`config.mk`:
```
export PLATFORM = sky130hd
export DESIGN_NAME = kcs_ctrl
export DESIGN_NICKNAME = d
export VERILOG_FILES = /design/src/rtl/kcs_pkg.sv /design/src/rtl/kcs_ctrl.sv
export SDC_FILE = /design/constraint.sdc
export NUM_CORES = 1
export LEC_CHECK = 0
export ABC_AREA = 1
export BUFFER_PORTS_ARGS = -buffer_cell sky130_fd_sc_hd__buf_2
export CORE_AREA = 2 2 39 41
export CTS_BUF_LIST = sky130_fd_sc_hd__clkbuf_8
export DETAILED_ROUTE_END_ITERATION = 8
export DIE_AREA = 0 0 41 43
export SLEW_MARGIN = 20
export SYNTH_ARGS = -nofsm -noshare
export SYNTH_HDL_FRONTEND = slang
export SYNTH_SLANG_ARGS = --single-unit
export TNS_END_PERCENT = 100
```
`constraint.sdc`:
```
create_clock -name clk -period 1.2 [get_ports clk]
set_clock_uncertainty 0.2 [all_clocks]
set_input_delay 0 -clock clk [delete_from_list [all_inputs] [get_ports clk]]
set_output_delay 0 -clock clk [all_outputs]
set_load 0.05 [all_outputs]
```
`src/rtl/kcs_pkg.sv`:
```
// ----------------------------------------------------------------------------
// kcs_pkg
// shared types, mode codes and mode tables for the keccak sponge hash
// ----------------------------------------------------------------------------
`timescale 1ns / 1ps
`default_nettype none

package kcs_pkg;

    localparam int LANE_W      = 64;
    localparam int LANE_COUNT  = 25;
    localparam int ROUND_COUNT = 24;
    localparam int MODE_W      = 3;
    localparam int IDX_W       = 5;
    localparam int CNT_W       = 4;
    localparam int LFSR_W      = 8;

    localparam logic [CNT_W-1:0]  BYTES_PER_WORD = 4'd8;
    localparam logic [LFSR_W-1:0] LFSR_FEEDBACK  = 8'h71;
    localparam logic [LFSR_W-1:0] LFSR_SEED      = 8'h01;
    localparam logic [7:0]        DOMAIN_SHA3    = 8'h06;
    localparam logic [7:0]        DOMAIN_SHAKE   = 8'h1f;
    localparam logic [LANE_W-1:0] PAD_TOP_BIT    = {1'b1, {(LANE_W-1){1'b0}}};

    localparam logic [MODE_W-1:0] MODE_SHA3_224 = 3'd0;
    localparam logic [MODE_W-1:0] MODE_SHA3_256 = 3'd1;
    localparam logic [MODE_W-1:0] MODE_SHA3_384 = 3'd2;
    localparam logic [MODE_W-1:0] MODE_SHA3_512 = 3'd3;
    localparam logic [MODE_W-1:0] MODE_SHAKE128 = 3'd4;
    localparam logic [MODE_W-1:0] MODE_SHAKE256 = 3'd5;
    localparam logic [MODE_W-1:0] MODE_RESET    = MODE_SHA3_256;

    typedef enum logic [2:0] {
        ST_IDLE,
        ST_PERM_PRE,
        ST_ABSORB,
        ST_PERM_ABS,
        ST_PAD,
        ST_PERM_FIN,
        ST_SQUEEZE
    } kcs_state_t;

    typedef struct packed {
        logic load;
        logic round;
        logic absorb;
        logic pad;
        logic out_adv;
        logic clear;
    } kcs_cmd_t;

    typedef struct packed {
        logic fill_ge_rate;
        logic absorb_fills;
        logic round_last;
        logic last_chunk;
        logic full_word;
        logic out_last;
    } kcs_status_t;

    // rate in lanes
    function automatic logic [IDX_W-1:0] mode_rate(input logic [MODE_W-1:0] m);
        logic [IDX_W-1:0] r;
        case (m)
            MODE_SHA3_224: r = 5'd18;
            MODE_SHA3_256: r = 5'd17;
            MODE_SHA3_384: r = 5'd13;
            MODE_SHA3_512: r = 5'd9;
            MODE_SHAKE128: r = 5'd21;
            default:       r = 5'd17;
        endcase
        return r;
    endfunction

    // digest length in words
    function automatic logic [IDX_W-1:0] mode_words(input logic [MODE_W-1:0] m);
        logic [IDX_W-1:0] w;
        case (m)
            MODE_SHA3_224: w = 5'd4;
            MODE_SHA3_256: w = 5'd4;
            MODE_SHA3_384: w = 5'd6;
            MODE_SHA3_512: w = 5'd8;
            MODE_SHAKE128: w = 5'd21;
            default:       w = 5'd17;
        endcase
        return w;
    endfunction

    // valid bytes in the final digest word
    function automatic logic [CNT_W-1:0] mode_tail_bytes(input logic [MODE_W-1:0] m);
        logic [CNT_W-1:0] b;
        case (m)
            MODE_SHA3_224: b = 4'd4;
            default:       b = BYTES_PER_WORD;
        endcase
        return b;
    endfunction

    function automatic logic [7:0] mode_domain(input logic [MODE_W-1:0] m);
        logic [7:0] d;
        case (m)
            MODE_SHA3_224: d = DOMAIN_SHA3;
            MODE_SHA3_256: d = DOMAIN_SHA3;
            MODE_SHA3_384: d = DOMAIN_SHA3;
            MODE_SHA3_512: d = DOMAIN_SHA3;
            default:       d = DOMAIN_SHAKE;
        endcase
        return d;
    endfunction

    function automatic logic [LANE_W-1:0] byte_mask(input logic [CNT_W-1:0] n);
        logic [LANE_W-1:0] m;
        m = '0;
        for (int b = 0; b < LANE_W / 8; b++)
        begin
            m[8*b +: 8] = {8{CNT_W'(b) < n}};
        end
        return m;
    endfunction

endpackage

`default_nettype wire

```
`src/rtl/kcs_ctrl.sv`:
```
// ----------------------------------------------------------------------------
// kcs_ctrl
// sequencer for absorb, padding, permutation rounds and digest output
// ----------------------------------------------------------------------------
`timescale 1ns / 1ps
`default_nettype none

module kcs_ctrl
    import kcs_pkg::*;
(
    input  wire logic        clk,
    input  wire logic        rst_n,
    input  wire logic        in_valid,
    output logic             in_ready,
    output logic             out_valid,
    input  wire logic        out_ready,
    input  wire kcs_status_t st,
    output kcs_cmd_t         cmd
);

    kcs_state_t state_reg;
    kcs_state_t state_next;

    always_ff @(posedge clk or negedge rst_n)
    begin
        if (!rst_n)
        begin
            state_reg <= ST_IDLE;
        end
        else
        begin
            state_reg <= state_next;
        end
    end

    always_comb
    begin
        state_next = state_reg;
        case (state_reg)
            ST_IDLE:
            begin
                if (in_valid)
                begin
                    state_next = st.fill_ge_rate ? ST_PERM_PRE : ST_ABSORB;
                end
            end
            ST_PERM_PRE:
            begin
                if (st.round_last)
                begin
                    state_next = ST_ABSORB;
                end
            end
            ST_ABSORB:
            begin
                if (!st.last_chunk)
                begin
                    state_next = st.absorb_fills ? ST_PERM_ABS : ST_IDLE;
                end
                else if (st.full_word)
                begin
                    state_next = st.absorb_fills ? ST_PERM_ABS : ST_PAD;
                end
                else
                begin
                    state_next = ST_PAD;
                end
            end
            ST_PERM_ABS:
            begin
                if (st.round_last)
                begin
                    state_next = st.last_chunk ? ST_PAD : ST_IDLE;
                end
            end
            ST_PAD:
            begin
                state_next = ST_PERM_FIN;
            end
            ST_PERM_FIN:
            begin
                if (st.round_last)
                begin
                    state_next = ST_SQUEEZE;
                end
            end
            ST_SQUEEZE:
            begin
                if (out_ready && st.out_last)
                begin
                    state_next = ST_IDLE;
                end
            end
            default:
            begin
                state_next = ST_IDLE;
            end
        endcase
    end

    always_comb
    begin
        cmd       = '0;
        in_ready  = 1'b0;
        out_valid = 1'b0;
        case (state_reg)
            ST_IDLE:
            begin
                in_ready = 1'b1;
                cmd.load = in_valid;
            end
            ST_PERM_PRE, ST_PERM_ABS, ST_PERM_FIN:
            begin
                cmd.round = 1'b1;
            end
            ST_ABSORB:
            begin
                cmd.absorb = !st.last_chunk || st.full_word;
            end
            ST_PAD:
            begin
                cmd.pad = 1'b1;
            end
            ST_SQUEEZE:
            begin
                out_valid   = 1'b1;
                cmd.out_adv = out_ready;
                cmd.clear   = out_ready && st.out_last;
            end
            default:
            begin
                cmd = '0;
            end
        endcase
    end

`ifndef NO_ASSERTIONS
    a_no_overlap: assert property (@(posedge clk) disable iff (!rst_n)
        !(in_ready && out_valid))
        else $error("input and output open at once");

    a_final_to_out: assert property (@(posedge clk) disable iff (!rst_n)
        (state_reg == ST_PERM_FIN && st.round_last) |=> out_valid)
        else $error("digest not offered after final permutation");
`endif

endmodule

`default_nettype wire

```
==> metrics.cfg <==
[sta]
fin_hold_ws_ns=0.0108
slew_violations=0
post-route-worst-setup-slack_ns=-0.258
setup_viol=11
finalHoldViolations=0
min_period_over_period_pct=121
worstMarginPinSlew_ns=0.224
rsz_0062_raised_after_global_routing=yes
final.min_clock_period_ns=1.46
max_freq_mhz=686
maxSlewHeadroom_pct=85.0

[global_routing]
grt_antenna_before_repair=0
grt_max_degree=7
first_global_vias=444
grt-ovfl-total=0
first_pass_grt_wire_length_um=1790
global_route.usage.total_pct=15.0

[synthesis]
synth_area_leaders=sky130_fd_sc_hd__dfrtp_1 (24%), sky130_fd_sc_hd__nand2_1 (22%), sky130_fd_sc_hd__inv_1 (12%), sky130_fd_sc_hd__nand3_1 (11%), sky130_fd_sc_hd__nor2_1 (8.5%)
ys_seq_elements=3
synth_area_um2=309
mappedNetlistNets=67
yosys_warning_total=0
top_cell_type_s_share_of_synthesized_area_pct=24.3
synthCells=57
synth_sequential_area_ratio_pct=24.3
synth_cell_types=12
post_synthesis_mean_instance_area_um2=5.42
synth_top_area_cell=sky130_fd_sc_hd__dfrtp_1

[drt]
detail_route.iter0.violations=0
drt_first_pass_iters=1
route.antenna.remaining_nets=0
drc_errors=0
routed_wirelength_um=1160
vias=490
routed_via_density=4.38
detail_route.wl_per_cell_um=10.3

[min_path]
timing.hold.worst.start=st[4]
hold-path-endpoint=state_reg[2]$_DFFE_PN0P_
worst_hold_path.num_cells=6
timing.hold.worst.class=input pin to register

[floorplan]
coreArea_um2=1380
die_area_um2=1760
dieWidth_um=41
pin_count=18
num_rows=14
initial_core_util_pct=22.3
die_h_um=43

[power_and_ir_drop]
sw_frac_of_total_pct=48.6
p_sw_w=0.00105
p_leak_nw=0.425
power.combinational.fraction_pct=75.5
clockPowerShare_pct=12.7
design_internal_power_w=0.00111
power.ir.vdd_worst_mv=1.27
power_density_nw_per_um2=2590
sequentialPowerShare_pct=11.8

[final_layout]
antenna_cells_inserted=0
synthToLayoutAreaGrowth_pct=170
layout.core_utilization_pct=60.2
finish.net_count=107
layout_common_cells=sky130_fd_sc_hd__nand2_1 (14), sky130_fd_sc_hd__buf_6 (12), sky130_fd_sc_hd__buf_2 (9)
number_of_flip_flops_under_the_largest_register_name=3
nFillCells=128
ratio_of_cells_with_drive_above_1_in_the_final_layout_pct=62.5
final_common_cell=sky130_fd_sc_hd__nand2_1

[worst_setup_path]
worstPathArrival_ns=1.26
timing.critical_path.slowest_stage_cell=sky130_fd_sc_hd__dfrtp_2
startpoint_type=register
highest_fanout_seen_on_the_critical_path=5
beginning_of_the_worst_register_to_register_path=state_reg[1]$_DFFE_PN0P_
r2r_slack_ns=-0.20
cpPeakStageDelay_ns=0.45
worst_case_reg_to_reg_path_depth=8
worstPathCellList=nor2_4 > inv_2 > nor3_4 > buf_6
timing_worst_setup_path_type=register to primary output
r2r-end=state_reg[1]$_DFFE_PN0P_
timing.critical_path.to_type=primary output
critPathRequiredTime_ns=1.00

[clocking]
cts_tree=built
inserted_clock_buffers=3
ctsLongestPathBuffers=2
ctsRootBufferMaster=sky130_fd_sc_hd__clkbuf_8
clk_transition_reported_paths_ns=0.03
cts_h_tree_depth=1
numClockSinks=3
clock_latency_late_sink_ns=0.21

[placement]
placement.io_buffers=17
post-dp-hpwl_um=757
placer_congestion_estimate=0.778

[flow_run]
drv.max_cap_violation_count=0

[outcome]
failing_checks=setup timing
result_of_the_run=finished, violations left

synthesized netlist by cell type:
cell	count
sky130_fd_sc_hd__nor2_1	7
sky130_fd_sc_hd__dfrtp_1	3
sky130_fd_sc_hd__buf_4	1
sky130_fd_sc_hd__nand2_1	18
sky130_fd_sc_hd__o21ai_0	2
sky130_fd_sc_hd__a21boi_0	2
sky130_fd_sc_hd__nor3_1	3
sky130_fd_sc_hd__nor2_2	1
sky130_fd_sc_hd__inv_2	1
sky130_fd_sc_hd__inv_1	10
sky130_fd_sc_hd__a21oi_1	2
sky130_fd_sc_hd__nand3_1	7
power by group through the flow:
stage	sequential [W]	combinational, W	clock (W)
after floorplan	0.000240	0.000791	0
after CTS	0.000248	0.00148	0.000280
after global placement	0.000225	0.00119	0
after detailed placement	0.000228	0.00119	0
after global routing	0.000266	0.00173	0.000288
final	0.000254	0.00163	0.000274
what timing repair did:
item | CTS | global route
buffers inserted | 3 | 1
setup endpoints to repair | 11 | 11
resized for setup | 28 | 16
endpoints found under the hold margin | 6 | 0
hold buffers | 5 | 0
pin swaps | 5 | 6
metrics by stage:
step	setup WS (ns)	setup TNS [ns]	cell area [um^2]	total power [W]	instances
5_1_grt	-0.311	-2.73	833	0.00229	112
6_report	-0.258	-2.22	833	0.00216	112
2_1_floorplan	-0.109	-0.604	375	0.00103	57
4_1_cts	-0.236	-1.68	767	0.00201	111
3_5_place_dp	-0.187	-1.01	556	0.00142	100
3_3_place_gp	-0.172	-0.990	556	0.00141	100
per-layer routing:
metal | wire, um | up-vias | global-route usage, %
li1 | - | 256 | -
met2 | 701 | 11 | 25.3
met3 | 41 | 0 | 3.66
met4 | 0 | 0 | 4.00
met1 | 414 | 223 | 17.9
met5 | 0 | - | 0
worst max path at each step:
stage,start,end,slack (ns)
finish,state_reg[0]$_DFFE_PN0P_,cmd[5],-0.26
global route,state_reg[1]$_DFFE_PN0P_,cmd[3],-0.31
CTS,state_reg[1]$_DFFE_PN0P_,cmd[3],-0.24
detailed placement,state_reg[0]$_DFFE_PN0P_,cmd[3],-0.19
global placement,state_reg[0]$_DFFE_PN0P_,cmd[3],-0.17
floorplan,state_reg[1]$_DFFE_PN0P_,state_reg[2]$_DFFE_PN0P_,-0.11
worst max-delay path: cells and delay by family (launching register included):
kind	cells	cell delay, ns
buf+inv	2	0.27
flops	1	0.45
simple gates	2	0.33
cell type report:
class / instances / area [um^2] / share of cell area (%)
clock buffer: 3 / 41.3 / 4.95
tap: 16 / 20.0 / 2.40
clock inverter: 1 / 3.75 / 0.450
multi-input combinational: 42 / 328 / 39.3
inverter: 11 / 41.3 / 4.95
timing repair buffer: 36 / 320 / 38.4
sequential: 3 / 78.8 / 9.46
cell families after synthesis:
logic type / share of synthesized area [%]
DFF: 24.3
buffers and inverters: 15.8
AOI/OAI and AO/OA: 11.3
and+or+nand+nor: 48.6
Note: power is estimated with default switching activity, not from simulation.
